<file path="config.mk">
export PLATFORM = sky130hd
export DESIGN_NAME = halfbyte_rle_decoder
export DESIGN_NICKNAME = d
export VERILOG_FILES = /design/src/rtl/core/hrle_pkg.sv /design/src/rtl/core/hrle_lane.sv /design/src/rtl/core/hrle_merge.sv /design/src/rtl/core/halfbyte_rle_decoder.sv
export SDC_FILE = /design/constraint.sdc
export NUM_CORES = 1
export LEC_CHECK = 0
export BUFFER_PORTS_ARGS = -buffer_cell sky130_fd_sc_hd__buf_2
export CAP_MARGIN = 20
export CORE_MARGIN = 10
export CORE_UTILIZATION = 57
export CTS_BUF_LIST = sky130_fd_sc_hd__clkbuf_16
export DETAILED_ROUTE_END_ITERATION = 12
export PLACE_DENSITY_LB_ADDON = 0.1
export SYNTH_ARGS = -nofsm -noshare
export SYNTH_HDL_FRONTEND = slang
export SYNTH_SLANG_ARGS = --single-unit
export TNS_END_PERCENT = 50
</file>
<file path="constraint.sdc">
create_clock -name i_clk -period 5.5 [get_ports i_clk]
set_input_delay 0.825 -clock i_clk [delete_from_list [all_inputs] [get_ports i_clk]]
set_output_delay 0.825 -clock i_clk [all_outputs]
set_load 0.01 [all_outputs]
</file>
<file path="src/rtl/core/hrle_pkg.sv">
// Shared types and constants for the half-byte run-length decoder.
// Used by hrle_lane, hrle_merge and halfbyte_rle_decoder; depends on nothing.
package hrle_pkg;

    // Result queue between the lanes and the output channel.
    localparam int QDEPTH = 4;
    localparam int QAW    = $clog2(QDEPTH);
    localparam int LVLW   = $clog2(QDEPTH + 1);

    // Register indexes on the configuration port.
    localparam logic REG_MODE = 1'b0;

    // Code sets selected by the mode register; any other code acts as three separate codes.
    localparam logic [1:0] MODE_FULL     = 2'd0;
    localparam logic [1:0] MODE_SHORTESC = 2'd1;

    // Code nibbles and length offsets.
    localparam logic [3:0] NIB_SHORT  = 4'd15;
    localparam logic [3:0] NIB_LONG   = 4'd14;
    localparam logic [3:0] NIB_ESC    = 4'd13;
    localparam logic [8:0] SHORT_BIAS = 9'd2;
    localparam logic [8:0] LONG_BIAS  = 9'd18;

    // Token progress: nibbles already taken of the current token; an escape code skips STEP_TWO.
    localparam logic [1:0] STEP_CODE  = 2'd0;
    localparam logic [1:0] STEP_ONE   = 2'd1;
    localparam logic [1:0] STEP_TWO   = 2'd2;
    localparam logic [1:0] STEP_THREE = 2'd3;

    typedef enum logic [1:0] {
        KIND_SHORT = 2'd0,
        KIND_LONG  = 2'd1,
        KIND_ESC   = 2'd2
    } t_kind;

    typedef struct packed {
        logic [1:0] step;
        t_kind      kind;
        logic [3:0] hval;
        logic [3:0] hlow;
    } t_tok;

    typedef struct packed {
        logic       valid;
        logic [7:0] value;
        logic [8:0] count;
    } t_res;

    typedef struct packed {
        logic [LVLW-1:0] level;
        logic            room;
    } t_q_stat;

    localparam t_tok TOK_RESET = '{step: STEP_CODE, kind: KIND_SHORT, hval: 4'd0, hlow: 4'd0};

endpackage

</file>
<file path="src/rtl/core/hrle_lane.sv">
// One nibble step of the token parser: next token state and an optional run descriptor.
// Depends on hrle_pkg.
module hrle_lane (
    input  logic [1:0]    i_mode,
    input  hrle_pkg::t_tok i_tok,
    input  logic [3:0]    i_nib,
    output hrle_pkg::t_tok o_tok,
    output hrle_pkg::t_res o_res
);
    import hrle_pkg::*;

    logic low_mode;

    assign low_mode = (i_mode == MODE_FULL) || (i_mode == MODE_SHORTESC);

    always_comb begin
        o_tok = i_tok;
        o_res = '0;
        unique case (i_tok.step)
            STEP_CODE: begin
                if (i_nib == NIB_SHORT) begin
                    o_tok.kind = KIND_SHORT;
                    o_tok.step = STEP_ONE;
                end else if (i_nib == NIB_LONG && (i_mode == MODE_FULL || !low_mode)) begin
                    o_tok.kind = KIND_LONG;
                    o_tok.step = STEP_ONE;
                end else if (i_nib == NIB_ESC && !low_mode) begin
                    o_tok.kind = KIND_ESC;
                    o_tok.step = STEP_ONE;
                end else begin
                    o_res.valid = 1'b1;
                    o_res.value = {4'd0, i_nib};
                    o_res.count = 9'd1;
                end
            end
            STEP_ONE: begin
                if (i_tok.kind == KIND_ESC) begin
                    o_tok.hlow = i_nib;
                    o_tok.step = STEP_THREE;
                end else if (i_tok.kind == KIND_SHORT && low_mode && i_nib == NIB_SHORT) begin
                    // A doubled short-run code in the lower modes opens an escape byte.
                    o_tok.kind = KIND_ESC;
                    o_tok.step = STEP_TWO;
                end else begin
                    o_tok.hval = i_nib;
                    o_tok.step = STEP_TWO;
                end
            end
            STEP_TWO: begin
                if (i_tok.kind == KIND_SHORT) begin
                    o_res.valid = 1'b1;
                    o_res.value = {4'd0, i_tok.hval};
                    o_res.count = {5'd0, i_nib} + SHORT_BIAS;
                    o_tok.step  = STEP_CODE;
                end else begin
                    o_tok.hlow = i_nib;
                    o_tok.step = STEP_THREE;
                end
            end
            STEP_THREE: begin
                o_tok.step  = STEP_CODE;
                o_res.valid = 1'b1;
                if (i_tok.kind == KIND_LONG) begin
                    o_res.value = {4'd0, i_tok.hval};
                    o_res.count = {5'd0, i_tok.hlow} + LONG_BIAS + {1'b0, i_nib, 4'd0};
                end else begin
                    o_res.value = {i_nib, i_tok.hlow};
                    o_res.count = 9'd1;
                end
            end
            default: begin
                o_tok = i_tok;
            end
        endcase
    end

endmodule

</file>
<file path="src/rtl/core/hrle_merge.sv">
// Merges the two lane results of a byte into an in-order result queue and drives the
// output stream. Depends on hrle_pkg.
module hrle_merge (
    input  logic             i_clk,
    input  logic             i_rst_n,
    input  logic             i_push,
    input  hrle_pkg::t_res   i_res0,
    input  hrle_pkg::t_res   i_res1,
    input  logic             i_ready,
    output logic             o_valid,
    output logic [7:0]       o_value,
    output logic [8:0]       o_count,
    output logic             o_last,
    output hrle_pkg::t_q_stat o_stat
);
    import hrle_pkg::*;

    logic [7:0] r_q_value [QDEPTH];
    logic [8:0] r_q_count [QDEPTH];
    logic       r_q_last  [QDEPTH];

    logic [QAW-1:0]  r_wptr, n_wptr;
    logic [QAW-1:0]  r_rptr, n_rptr;
    logic [LVLW-1:0] r_level, n_level;

    logic [QAW-1:0]  wa1;
    logic [1:0]      nw;
    logic            pop;
    logic            both;
    t_res            first;

    assign both  = i_res0.valid && i_res1.valid;
    assign first = i_res0.valid ? i_res0 : i_res1;
    assign nw    = i_push ? ({1'b0, i_res0.valid} + {1'b0, i_res1.valid}) : 2'd0;
    assign wa1   = r_wptr + QAW'(1);
    assign pop   = o_valid && i_ready;

    assign n_wptr  = r_wptr + QAW'(nw);
    assign n_rptr  = r_rptr + QAW'(pop);
    assign n_level = r_level + LVLW'(nw) - LVLW'(pop);

    always_ff @(posedge i_clk) begin
        if (!i_rst_n) begin
            r_wptr  <= '0;
            r_rptr  <= '0;
            r_level <= '0;
        end else begin
            r_wptr  <= n_wptr;
            r_rptr  <= n_rptr;
            r_level <= n_level;
        end
    end

    // The first result of a byte carries the last flag only when it is alone.
    always_ff @(posedge i_clk) begin
        if (i_push && (i_res0.valid || i_res1.valid)) begin
            r_q_value[r_wptr] <= first.value;
            r_q_count[r_wptr] <= first.count;
            r_q_last[r_wptr]  <= !both;
        end
        if (i_push && both) begin
            r_q_value[wa1] <= i_res1.value;
            r_q_count[wa1] <= i_res1.count;
            r_q_last[wa1]  <= 1'b1;
        end
    end

    assign o_valid = (r_level != '0);
    assign o_value = r_q_value[r_rptr];
    assign o_count = r_q_count[r_rptr];
    assign o_last  = r_q_last[r_rptr];

    assign o_stat.level = r_level;
    assign o_stat.room  = (r_level <= LVLW'(QDEPTH - 2));

endmodule

</file>
<file path="src/rtl/core/halfbyte_rle_decoder.sv">
// Top level of the half-byte run-length decoder: token state, mode register, two parser
// lanes and the result queue. Depends on hrle_pkg, hrle_lane and hrle_merge.
//
//  Channel  | Direction | Carries
//  ---------+-----------+---------------------------------------------------------
//  s_*      | in        | one compressed byte per transfer, tlast ends the stream
//  m_*      | out       | one run descriptor (value, count) per transfer
//  APB      | in/out    | mode register at byte address 0
//
// A byte is parsed in the cycle of its transfer: lane 0 takes the high nibble, lane 1 the
// low nibble from lane 0's token state, and the 0..2 results enter a four-entry queue.
// The first result can leave on the next cycle. A byte is taken every cycle while the queue
// holds two results or fewer, so one byte per cycle is sustained while results drain.
// Synchronous active-low reset empties the queue and clears the token state and mode.
// A stalled output only stops input once the queue cannot hold two more results.
module halfbyte_rle_decoder (
    input  logic        i_clk,
    input  logic        i_rst_n,
    input  logic        s_tvalid,
    output logic        s_tready,
    input  logic [7:0]  s_tdata,   // [7:0] data_byte
    input  logic        s_tlast,   // last_byte
    output logic        m_tvalid,
    input  logic        m_tready,
    output logic [23:0] m_tdata,   // [7:0] out_value, [16:8] out_count, [23:17] zero
    output logic        m_tlast,   // last_of_item
    input  logic        psel,
    input  logic        penable,
    input  logic        pwrite,
    input  logic [2:0]  paddr,
    input  logic [31:0] pwdata,
    output logic [31:0] prdata,
    output logic        pready
);
    import hrle_pkg::*;

    logic [1:0] r_mode;
    t_tok       r_tok, n_tok;
    t_tok       tok_mid, tok_end;
    t_res       res0, res1;
    t_q_stat    q_stat;
    logic       accept;
    logic       cfg_wr;
    logic [7:0] m_value;
    logic [8:0] m_count;

    assign pready = 1'b1;
    assign cfg_wr = psel && penable && pwrite && pready;
    assign prdata = (paddr[2] == REG_MODE) ? {30'd0, r_mode} : 32'd0;

    always_ff @(posedge i_clk) begin
        if (!i_rst_n) begin
            r_mode <= MODE_FULL;
        end else if (cfg_wr && paddr[2] == REG_MODE) begin
            r_mode <= pwdata[1:0];
        end
    end

    hrle_lane u_lane_hi (
        .i_mode (r_mode),
        .i_tok  (r_tok),
        .i_nib  (s_tdata[7:4]),
        .o_tok  (tok_mid),
        .o_res  (res0)
    );

    hrle_lane u_lane_lo (
        .i_mode (r_mode),
        .i_tok  (tok_mid),
        .i_nib  (s_tdata[3:0]),
        .o_tok  (tok_end),
        .o_res  (res1)
    );

    assign accept = s_tvalid && s_tready;

    // The end of a stream drops any unfinished token.
    always_comb begin
        n_tok = r_tok;
        if (accept) begin
            n_tok = s_tlast ? TOK_RESET : tok_end;
        end
    end

    always_ff @(posedge i_clk) begin
        if (!i_rst_n) begin
            r_tok <= TOK_RESET;
        end else begin
            r_tok <= n_tok;
        end
    end

    hrle_merge u_merge (
        .i_clk   (i_clk),
        .i_rst_n (i_rst_n),
        .i_push  (accept),
        .i_res0  (res0),
        .i_res1  (res1),
        .i_ready (m_tready),
        .o_valid (m_tvalid),
        .o_value (m_value),
        .o_count (m_count),
        .o_last  (m_tlast),
        .o_stat  (q_stat)
    );

    assign s_tready = q_stat.room;
    assign m_tdata  = {7'd0, m_count, m_value};

    a_no_overflow: assert property (@(posedge i_clk) disable iff (!i_rst_n)
        q_stat.level <= LVLW'(QDEPTH))
        else $error("result queue level beyond its depth");

    a_accept_room: assert property (@(posedge i_clk) disable iff (!i_rst_n)
        accept |-> q_stat.level <= LVLW'(QDEPTH - 2))
        else $error("byte taken without room for two results");

    a_valid_level: assert property (@(posedge i_clk) disable iff (!i_rst_n)
        m_tvalid == (q_stat.level != '0))
        else $error("output valid disagrees with queue level");

    a_stream_end: assert property (@(posedge i_clk) disable iff (!i_rst_n)
        (accept && s_tlast) |=> (r_tok == TOK_RESET))
        else $error("token state not cleared after the last byte");

endmodule
</file>
* Yosys cells after proc, flatten, opt, wreduce, memory -nomap -nowiden
Memory sizes are Yosys's and may differ from the RTL's. A register that Yosys moved wholly into a read port is not among the register bits.
Index checks and enable logic that the tools add are counted.
** Storage, ports and cells
- Flip-flop bits (word level) :: 21
- Bits in writable memories :: 72
- Output and inout port bits :: 60
- Memories :: 3
** Memories
- u_merge.r_q_count :: depth 4, width 9, read ports 1, clocked after Yosys merged registers in 1, write ports 2, line hrle_merge.sv:19 : logic [8:0] r_q_count [QDEPTH];
- u_merge.r_q_value :: depth 4, width 8, read ports 1, clocked after Yosys merged registers in 1, write ports 2, line hrle_merge.sv:18 : logic [7:0] r_q_value [QDEPTH];
- u_merge.r_q_last :: depth 4, width 1, read ports 1, clocked after Yosys merged registers in 1, write ports 2, line hrle_merge.sv:20 : logic r_q_last [QDEPTH];
** Operators by class
- $add $sub $neg :: 12
- Order comparisons :: 1
- Equality and inequality tests :: 17
- Muxes and demuxes :: 51
- Bitwise gates (word level) :: 1
- Reductions and logical operators :: 27
** Operator list (number)
- 18-bit 2-to-1 mux :: 8
- 18-bit case mux with 3 select lines :: 2
- 4-bit 2-to-1 mux :: 14
- 17-bit 2-to-1 mux :: 3
- 4-bit equality test, second input constant :: 6
- 9-bit by 8-bit adder with 9-bit output :: 2
- 2-bit 2-to-1 mux :: 9
- 1-bit logical AND :: 16
- 2-bit case mux with 4 select lines :: 2
- 4-bit case mux with 2 select lines :: 2
- 4-bit by 5-bit adder with 6-bit output, second input constant :: 2
- 2-bit equality test, second input constant :: 6
- 12-bit 2-to-1 mux :: 1
- 6-bit 2-to-1 mux :: 2
- 4-bit by 2-bit adder with 5-bit output, second input constant :: 2
- 2-bit by 1-bit equality test with 1-bit output, second input constant :: 5
- 2-bit zero test :: 5
- 2-bit case mux with 2 select lines :: 2
- 1-bit 2-to-1 mux :: 6
- 3-bit by 2-bit adder with 3-bit output :: 1
- 3-bit by 2-bit less-or-equal comparator with 1-bit output, second input constant :: 1
- 1-bit logical OR :: 3
- 3-bit nonzero test :: 1
- 3-bit by 1-bit subtractor with 3-bit output :: 1
- other kinds (6) :: 7

* Logic depth before layout (Yosys ltp)
Gate-level depths: netlist of run 1.
- Depth after elaboration :: 15
- Gate-level depth with buffers :: 19
- Mapped depth without buffers :: 17

* Modules after synthesis
From an unflattened synthesis of run 1, not the netlist that was laid out.
** Second synthesis, totals
- Cells, all modules :: 576
- Area, all modules :: 6642.6 um^2
** By module, submodules not included
- hrle_merge :: instances 1, cells each 249, area an instance 4142.7 um^2, seq. area each 2262.2 um^2
- hrle_lane :: instances 2, cells each 110, area an instance 758.2 um^2, seq. area each 0.0 um^2
- halfbyte_rle_decoder :: instances 1, cells each 107, area an instance 983.4 um^2, seq. area each 280.3 um^2

* Worst setup path before layout of run 1
OpenSTA, ideal clock, no wires.
- Path type :: input to register
- Start :: input port s_tdata[7]
- End :: memory u_merge.r_q_count[2][0], enable pin
- Library setup time :: 0.390 ns
- Arrival :: 3.937 ns
- Required time :: 5.110 ns
- Path slack :: 1.172 ns
- Cell stages on the path :: 15
- Buffers on the path :: 2
- Cells stage by stage :: buf_4 -> nand3_2 -> o311ai_4 -> o22ai_1 -> inv_1 -> ha_1 -> o21ai_0 -> a31o_2 -> inv_1 -> ha_1 -> clkbuf_1 -> nand2_1 -> nor2_1 -> a21oi_1 -> nor2_1
** RTL lines
- from (decl) :: line halfbyte_rle_decoder.sv:21 : input logic [7:0] s_tdata,
- to (decl) :: line hrle_merge.sv:19

==> results.json, run 1 <==
{
  "syn_inst": 624,
  "port_buffers": 40,
  "max_cap_violations": 0,
  "grt_pass1_wl_um": 27500,
  "area_delta_synth_final_pct": 6.59,
  "async_flop_share_pct": 0,
  "final.setup.tns_ps": 0,
  "cts_hold_buf": 0,
  "diodes": 0,
  "vias": 5064,
  "rows": 38,
  "cts_resized": 0,
  "fillers": 891,
  "synth_seq_cells": 93,
  "wire_per_inst_um": 21.6,
  "synth_seq_area_share_pct": 39.2,
  "crit_required_ps": 5680,
  "cp_data_arrival_time_ps": 4620,
  "drt_iter0_drc": 574,
  "globalplace.congestion": 1.00,
  "critPathSlowestCell": "dfxtp_1",
  "crit_chain": "nor2b_1, o311ai_4, o22ai_1, inv_1, ha_1, o21ai_0, a31o_2, inv_1, ha_1, nand3_1, or3b_2, nand2_4, buf_12, nand2b_1, o22ai_1",
  "power.density_mw_per_mm2": 432,
  "grt_usage_pct": 21.3,
  "cts_setup_buffers": 0,
  "die_h_um": 127,
  "core_mm2": 0.0110,
  "clock_sinks": 93,
  "synth_top_area_share_pct": 31.5,
  "start_util_pct": 59.1,
  "cts_tree": "done",
  "ios": 111,
  "skew_ps": 10.0,
  "antenna_left": 0,
  "first_global_vias": 5101,
  "report.final.slew_viol_count": 0,
  "path_class": "register to register",
  "syn_avg_cell_area_um2": 10.4,
  "fin_hold_ws_ps": 457,
  "startpoint_type": "register",
  "grt_max_degree": 28,
  "crit_path_end_kind": "register",
  "critPathMaxStageDelay_ps": 680,
  "dp_hpwl_um": 12700,
  "clkTransAtPathRegs_ps": 70,
  "final_core_util_pct": 63.0,
  "placed_cell_area_mm2": 0.00665,
  "die_w_um": 127,
  "worst-path-max-fanout": 21,
  "peakVddDrop_mv": 0.255,
  "wirelength_um": 17200,
  "antenna_found_initial": 0,
  "synth_ff_type": "edfxtp_1",
  "cp_top_family": "compound AO/OA/AOI/OAI gates",
  "synth_area_leaders": "edfxtp_1 (31%), dfxtp_1 (7.7%), mux4_2 (6.2%)",
  "yosys_warnings": 0,
  "drc_errors": 0,
  "max_freq_ghz": 0.225,
  "worst_hold_path_type": "register to register",
  "period_needed_ps": 4440,
  "cts_buffer_depth": 2,
  "finalHoldViolations": 0,
  "critPathBufInv": 3,
  "firstDrtPassIters": 5,
  "relSlewSlack_pct": 35.3,
  "post-route-period-util_pct": 80.7,
  "die_area_mm2": 0.0161,
  "syn-cell-area_mm2": 0.00649,
  "final_nets": 731,
  "drt-vias-per-instance": 6.37,
  "clock_latency_ps": 350,
  "worst_pin_slew_ps": 970,
  "rsz0062_at_grt": "no",
  "clock-root-buffer": "clkbuf_16",
  "synth_edf_count": 68,
  "p_leak_uw": 0.00267,
  "finalSetupViolCount": 0,
  "grt_overflow": 0,
  "numCtsBuffers": 9,
  "final_layout_size_suffix_gt1_share_pct": 18.9,
  "cts_max_level": 3,
  "fin_area_mm2": 0.00692,
  "yosys.cell_types.count": 84,
  "yosysTopAreaCell": "edfxtp_1",
  "status": "complete, no violations"
}
-- registers in the layout, summed over array words and instances (netlist names) --
| signal | count |
|---|---|
| r_tok | 12 |
| u_merge.r_q_count | 36 |
| u_merge.r_rptr | 2 |
| u_merge.r_q_last | 4 |
| u_merge.r_wptr | 2 |
| u_merge.r_q_value | 32 |
| r_mode | 2 |
| u_merge.r_level | 3 |
-- report_power, final --
| part | internal, uW | switching (uW) |
|---|---|---|
| sequential | 980 | 105 |
| clock | 303 | 257 |
| combinational | 534 | 805 |
| total | 1820 | 1170 |
-- worst paths after layout --
kind                             end  cells past startpoint           startpoint  slack [ps]
min              u_merge.r_q_last[2]                      2  u_merge.r_q_last[2]         460
max          u_merge.r_q_count[3][0]                     15            r_mode[1]        1060
min reg2reg      u_merge.r_q_last[2]                      2  u_merge.r_q_last[2]         460
max reg2reg  u_merge.r_q_count[3][0]                     15            r_mode[1]        1060
-- metrics by stage --
step	std cells	setup WS, ps	total power [uW]
after floorplan	660	1170	2040
after global placement	779	830	2400
after detailed placement	779	761	2440
after CTS	795	1080	3010
after global routing	795	725	3170
final	795	1060	2990
-- cell type report --
cell class / instances / area [um^2] / share of cell area, %
Clock inverter: 7 / 42.5 / 0.615
Tap cell: 140 / 175 / 2.53
Timing Repair Buffer: 55 / 338 / 4.88
Sequential cell: 93 / 2540 / 36.8
Inverter: 30 / 113 / 1.63
Multi-Input combinational cell: 461 / 3480 / 50.3
Clock buffer: 9 / 225 / 3.26
-- placed cells by master, fill, tap and decap left out, types with 8 or more instances in the layout --
cell and instances:
inv_1 30, nor2_1 31, o22ai_1 19, mux4_2 18
and2_1 11, nand3_1 25, buf_4 13, ha_1 27
o21ai_1 32, nand2b_1 10, dfxtp_1 25, edfxtp_1 68
and3_1 8, o21ai_0 16, a21oi_1 17, nor2b_1 9
buf_2 40, conb_1 38, mux2i_1 19, nand2_1 46
clkbuf_16 9
-- cells in the mapped netlist, types with 4 or more instances --
| cell type | instances |
|---|---|
| ha_1 | 27 |
| o221ai_1 | 4 |
| xnor2_1 | 7 |
| mux2i_1 | 19 |
| nand4_1 | 4 |
| and2_1 | 11 |
| clkbuf_1 | 14 |
| a31oi_1 | 4 |
| buf_2 | 15 |
| nor3_1 | 7 |
| o21ai_0 | 16 |
| o22ai_1 | 19 |
| nor2_1 | 31 |
| a22oi_1 | 7 |
| nor2b_1 | 9 |
| nand2_1 | 46 |
| edfxtp_1 | 68 |
| a21oi_1 | 17 |
| dfxtp_1 | 25 |
| o211a_1 | 7 |
| mux2_2 | 4 |
| nand2b_1 | 10 |
| o21ai_1 | 32 |
| and3_1 | 8 |
| a21boi_0 | 4 |
| inv_1 | 28 |
| a221oi_1 | 4 |
| a22o_1 | 4 |
| nand3_1 | 25 |
| xor2_1 | 4 |
| mux4_2 | 18 |
| buf_4 | 43 |
-- kinds of logic after synthesis --
| logic type | synth area share [%] |
|---|---|
| and+or+nand+nor | 13.9 |
| xor gates and xnor gates | 1.48 |
| adders and majority gates | 6.13 |
| DFF | 39.2 |
| other | 0.116 |
| AOI/OAI and AO/OA | 20.0 |
| muxes | 9.87 |
| buffers and inverters | 9.25 |
-- routing by layer --
metal,global-route usage (%),share of wire [%],vias up
li1,-,-,2338
met1,26.7,42,2472
met2,34.4,48,219
met3,5.58,7.3,35
met4,8.57,2.5,0
met5,0,0,-
-- tightest hold or removal path, cell delays in order, from the launching register on --
cell	delay (ps)
dfxtp_1	320
nand2_1	50
nand2_1	40
(Power assumes the default switching activity.)
==> inputs of run 2 (changes only) <==
Settings changed: ABC_AREA set to 1, CORE_UTILIZATION 57 to 52.
Clock period 5.5 ns to 4 ns, I/O delays scaled along.
==> results.json, run 2 <==
{
  "core_mm2": 0.0127,
  "numCtsBuffers": 9,
  "drt-vias-per-instance": 5.33,
  "p_int_uw": 2430,
  "synth_area_leaders": "edfxtp_1 (30%), nand2_1 (14%), dfxtp_1 (7.4%)",
  "antenna_found_initial": 0,
  "reg_top3": "u_merge.r_q_count (36), u_merge.r_q_value (32), r_tok (12)",
  "async_flop_share_pct": 0,
  "synth_edf_count": 68,
  "worst_hold_path_type": "register to register",
  "clkPwrFrac_pct": 21.1,
  "clock-root-buffer": "clkbuf_16",
  "max_cap_violations": 0,
  "vias": 5985,
  "p_leak_uw": 0.00339,
  "top_layer": "met4",
  "die_w_um": 134,
  "cts_tree": "done",
  "synth_seq_area_share_pct": 37.5,
  "synth_top_area_share_pct": 30.1,
  "critPathMostFrequentCell": "inv_1",
  "worst-path-max-fanout": 5,
  "grt_usage_pct": 20.6,
  "startpoint_type": "register",
  "regMostFlops": "u_merge.r_q_count",
  "finalHoldViolations": 0,
  "synth_common_cells": "nand2_1 (249), inv_1 (87), o21ai_0 (79)",
  "first_global_vias": 5816,
  "antenna_left": 0,
  "diodes": 0,
  "critPathSlowestCell": "fa_1",
  "crit_chain": "inv_1, nand2_1, inv_1, nor3_1, inv_1, nand2_2, o21a_1, ha_1, inv_1, nor2_1, inv_1, a31oi_1, buf_4, ha_1, inv_1, nor2_2, inv_2, ha_1, inv_1, fa_1, o21ai_1, a21oi_1",
  "placedCellCount": 1105,
  "met1_length_um": 7850,
  "yosysTopAreaCell": "edfxtp_1",
  "report.final.slew_viol_count": 0,
  "swShare_pct": 40.2,
  "drc_errors": 0,
  "clkTransAtPathRegs_ps": 70,
  "layout_commonest_cell": "nand2_1",
  "yosys_warnings": 0,
  "peakVddDrop_mv": 0.233,
  "worst_pin_slew_ps": 690,
  "grt_pass1_wl_um": 30100,
  "cts_max_level": 3,
  "p_total_uw": 4070,
  "mostFrequentLayoutCells": "nand2_1 (249), inv_1 (88), o21ai_0 (77)",
  "fillers": 1184,
  "critPathMaxStageDelay_ps": 430,
  "synth_ff_type": "edfxtp_1",
  "grt_overflow": 0,
  "rows": 41,
  "seqPwrFrac_pct": 34.2,
  "power_switching_uw": 1640,
  "die_h_um": 134,
  "fin_hold_ws_ps": 467,
  "final_layout_size_suffix_gt1_share_pct": 17.2,
  "wire_per_inst_um": 16.4,
  "relSlewSlack_pct": 53.5,
  "synth_seq_cells": 93,
  "route.met2.wl_um": 8890,
  "die_area_mm2": 0.0180,
  "crit_path_end_kind": "register",
  "globalplace.congestion": 0.948,
  "firstDrtPassIters": 5,
  "clock_sinks": 93,
  "syn_inst": 893,
  "yosysMostFrequentCell": "nand2_1",
  "met3WireLength_um": 1240,
  "regArea_mm2": 0.00254,
  "grt_max_degree": 38,
  "wirelength_um": 18400,
  "post-route-period-util_pct": 91.0,
  "start_util_pct": 53.3,
  "skew_ps": 5.58,
  "fin_cells": 1122,
  "final_nets": 1026,
  "port_buffers": 40,
  "dp_hpwl_um": 13700,
  "largest_reg_flops": 36,
  "ios": 111,
  "power.density_mw_per_mm2": 538,
  "syn-cell-area_mm2": 0.00678,
  "period_needed_ps": 3640,
  "p_comb_share_pct": 44.8,
  "max_freq_ghz": 0.275,
  "multiInputGateArea_mm2": 0.00357,
  "syn_avg_cell_area_um2": 7.60,
  "final_core_util_pct": 59.4,
  "critPathBufInv": 9,
  "path_class": "register to register",
  "rsz0062_at_grt": "no",
  "cts_setup_buffers": 0,
  "drt_iter0_drc": 513,
  "clock_latency_ps": 350,
  "crit_required_ps": 4240,
  "yosys.cell_types.count": 49,
  "final.setup.tns_ps": 0,
  "cp_data_arrival_time_ps": 3880,
  "finalSetupViolCount": 0,
  "area_delta_synth_final_pct": 11.5,
  "cp_top_family": "adder cells",
  "cts_buffer_depth": 2,
  "status": "complete, no violations"
}
## run 2: changes by cell type after synthesis, moves of 13 or more
| cell | delta |
|---|---|
| o21ai_1 | -13 |
| a21oi_1 | +14 |
| nand2_2 | +14 |
| o21ai_0 | +63 |
| nand2_1 | +203 |
| nand3_1 | +20 |
| inv_1 | +59 |
| nor2_1 | +34 |
| mux4_2 | -18 |
| mux2i_1 | -19 |
## run 2: worst paths after layout
check,startpoint,slack (ps),end,cells past startpoint
worst max-delay path,r_mode[1],360,u_merge.r_level[2],22
worst min register to register,r_tok[4],470,r_tok[4],2
worst max register to register,r_mode[1],360,u_merge.r_level[2],22
worst min-delay path,r_tok[4],470,r_tok[4],2
## run 2: power by group through the flow
stage	Combinational, uW	Sequential (uW)	Clock, uW
after floorplan	1190	1390	0
after global placement	1760	1400	0
after detailed placement	1810	1410	0
after CTS	1810	1390	863
after global routing	2040	1410	897
final	1820	1390	857
## run 2: per-layer routing
metal | global-route usage (%) | vias up
li1 | - | 2987
met1 | 24.7 | 2756
met2 | 35.0 | 206
met3 | 4.18 | 36
met4 | 8.34 | 0
met5 | 0 | -
## run 2: stage by stage
step	area, um^2	worst slack [ps]
finish	7560	361
global route	7560	0.913
CTS	7520	286
detailed placement	7230	146
global placement	7230	203
floorplan	6920	-0.757
## run 2: final cells by class
cell class / count / share of cell area (%)
Sequential cell: 93 / 33.6
Timing Repair Buffer: 77 / 7.64
Clock buffer: 9 / 2.98
Tap cell: 172 / 2.85
Inverter: 96 / 4.85
Clock inverter: 7 / 0.893
Multi-Input combinational cell: 668 / 47.2
## run 2: tightest hold or removal path, delay by kind of cell, from the launching register on
kind | cells | cell delay [ps]
AO/OA/AOI/OAI | 1 | 60
AND/OR/NAND/NOR | 1 | 60
flip-flops | 1 | 310
## run 2: cells by family (layout without fill, tap and decap cells)
group,Yosys count,in the layout,share of synthesized area [%]
other,2,38,0.111
xor gates and xnor gates,5,5,0.646
AOI/OAI and AO/OA,176,176,15.3
DFF,93,93,37.5
buffers and inverters,168,189,12.2
and+or+nand+nor,419,419,28.4
adders and majority gates,30,30,5.86
## run 2: repair_timing
item / in CTS / in global routing
gates resized for setup: 0 / 8
hold buffers: 0 / 0
endpoints found under the setup margin: 0 / 71
==> inputs of run 3 (changes only) <==
Settings changed: SLEW_MARGIN set to 20, SYNTH_HIERARCHICAL set to 1.
==> results.json, run 3 <==
{
  "core_mm2": 0.0127,
  "largest_reg_flops": 36,
  "worst_pin_slew_ps": 972,
  "reg2regPathDepth": 25,
  "skew_ps": 5.09,
  "hold_path_depth": 2,
  "path_class": "register to register",
  "final.setup.tns_ps": 0,
  "peakVddDrop_mv": 0.215,
  "clock_latency_ps": 350,
  "port_buffers": 40,
  "report.final.slew_viol_count": 0,
  "syn_avg_cell_area_um2": 7.71,
  "synth_top_area_share_pct": 30.2,
  "grt_overflow": 0,
  "r2r_end": "u_merge/r_level[2]",
  "drt-vias-per-instance": 5.45,
  "firstDrtPassIters": 5,
  "synth_seq_area_share_pct": 37.6,
  "cts_buffer_depth": 2,
  "yosys.cell_types.count": 39,
  "worst-path-max-fanout": 6,
  "period_needed_ps": 3620,
  "synth_ff_type": "edfxtp_1",
  "yosysTopAreaCell": "edfxtp_1",
  "yosys_warnings": 6,
  "drc_errors": 0,
  "vias": 5941,
  "final_layout_size_suffix_gt1_share_pct": 19.4,
  "worst_hold_path_type": "register to register",
  "diodes": 0,
  "layout_commonest_cell": "nand2_1",
  "yosysMostFrequentCell": "nand2_1",
  "max_cap_violations": 0,
  "start_util_pct": 53.4,
  "die_h_um": 134,
  "post-route-period-util_pct": 90.4,
  "crit_path_end_kind": "register",
  "cts_max_level": 3,
  "cts_tree": "done",
  "max_freq_ghz": 0.277,
  "antenna_found_initial": 0,
  "antenna_left": 0,
  "clkTransAtPathRegs_ps": 60,
  "first_global_vias": 5698,
  "grt_max_degree": 39,
  "p_total_uw": 3570,
  "final_nets": 983,
  "die_w_um": 134,
  "numCtsBuffers": 9,
  "cp_data_arrival_time_ps": 3860,
  "startpoint_type": "register",
  "synth_edf_count": 68,
  "grt_pass1_wl_um": 28900,
  "ios": 111,
  "relSlewSlack_pct": 34.8,
  "worstReg2RegStart": "r_tok[11]",
  "regMostFlops": "u_merge/r_q_count",
  "die_area_mm2": 0.0180,
  "crit_required_ps": 4250,
  "rows": 41,
  "status": "complete, no violations",
  "drt_iter0_drc": 492,
  "synth_area_leaders": "edfxtp_1 (30%), nand2_1 (10%), dfxtp_1 (7.4%)",
  "p_leak_uw": 0.00289,
  "wirelength_um": 18100,
  "syn-cell-area_mm2": 0.00676,
  "min_from": "u_merge/r_q_last[2]",
  "globalplace.congestion": 0.935,
  "finalHoldViolations": 0,
  "syn_inst": 877,
  "async_flop_share_pct": 0,
  "worst-r2r-setup-slack_ps": 380,
  "area_delta_synth_final_pct": 8.05,
  "synth_seq_cells": 93,
  "dp_hpwl_um": 13300,
  "rsz0062_at_grt": "no",
  "reg_top3": "u_merge/r_q_count (36), u_merge/r_q_value (32), r_tok (12)",
  "min_to": "u_merge/r_q_last[2]",
  "power.density_mw_per_mm2": 489,
  "clock-root-buffer": "clkbuf_16",
  "grt_usage_pct": 19.8,
  "mostFrequentLayoutCells": "nand2_1 (182), nor2_1 (88), inv_1 (86)",
  "wire_per_inst_um": 16.6,
  "fillers": 1199,
  "synth_common_cells": "nand2_1 (182), nor2_1 (89), inv_1 (85)",
  "finalSetupViolCount": 0,
  "cts_hold_buf": 0,
  "clock_sinks": 93
}
==> run 3: how the worst max path moves through the flow <==
stage | start | endpoint | slack, ps | cells after the start
after CTS | r_tok[10] | u_merge/r_level[2] | 190 | 25
after detailed placement | s_tdata[7] | u_merge/r_level[2] | 10 | 25
after global placement | s_tdata[7] | u_merge/r_level[2] | 120 | 25
final | r_tok[11] | u_merge/r_level[2] | 380 | 25
after floorplan | s_tdata[5] | u_merge/r_level[2] | 380 | 24
after global routing | r_tok[11] | u_merge/r_level[2] | 30 | 25
==> run 3: metrics by stage <==
step	cell area [um^2]	utilization (%)	cells	setup slack, ps	hold WS (ps)
floorplan	6900	-	913	380	430
global placement	7020	55.4	1075	117	458
detailed placement	7020	55.4	1075	10.1	460
CTS	7280	57.5	1091	187	478
global route	7300	57.6	1091	27.0	504
finish	7300	57.6	1091	385	484
==> run 3: what timing repair did <==
item	in CTS	in global routing
setup endpoints to repair	0	1
gates resized for setup	0	5
setup buffers	0	0
hold endpoints to repair	0	0
==> run 3: layout make-up <==
type	count	area (um^2)	area share, %
Sequential cell	93	2540	34.8
Inverter	94	359	4.92
Clock inverter	7	42.5	0.582
Timing Repair Buffer	65	488	6.68
Multi-Input combinational cell	651	3430	47.0
Tap cell	172	215	2.95
Clock buffer	9	225	3.08
==> run 3: logic make-up (layout without fill, tap and decap cells) <==
family,Yosys count,count (layout),synth area share [%]
XOR/XNOR,5,5,0.648
adder cells (fa/ha/maj),18,18,3.44
other,2,38,0.111
AO/OA/AOI/OAI,218,218,19.3
AND/OR/NAND/NOR,372,372,24.9
buffers and inverters,169,175,14.0
flip-flops,93,93,37.6
==> run 3: worst max-delay path, cell delays in order, from the launching register on <==
cell     delay (ps)
dfxtp_1         340
inv_1           110
ha_1            210
inv_1           100
nor2_4          150
nand3_2         130
nor2_1          140
nor2_2           80
inv_1            80
ha_1            200
inv_1            90
nor2_2          140
nand3_2          90
a21oi_2         160
inv_1            50
ha_1            260
nand2_1          90
inv_1            70
nand2_1          70
nand2_1          50
ha_1            190
fa_1            400
xor2_2          170
nand2_1          60
nand2_1          50
nor2_1           40
==> run 3: report_power, final <==
group	switching [uW]	internal (uW)
clock	367	417
sequential	87.2	1280
combinational	939	476
total	1390	2170
==> run 3: layer usage <==
metal | part of all wire, % | routed length, um | track usage (%) | vias up
li1 | - | - | - | 2937
met1 | 44 | 7900 | 23.5 | 2830
met2 | 50 | 9110 | 35.5 | 150
met4 | 1.6 | 295 | 6.65 | 0
met5 | 0 | 0 | 0 | -
met3 | 4.6 | 826 | 3.14 | 24
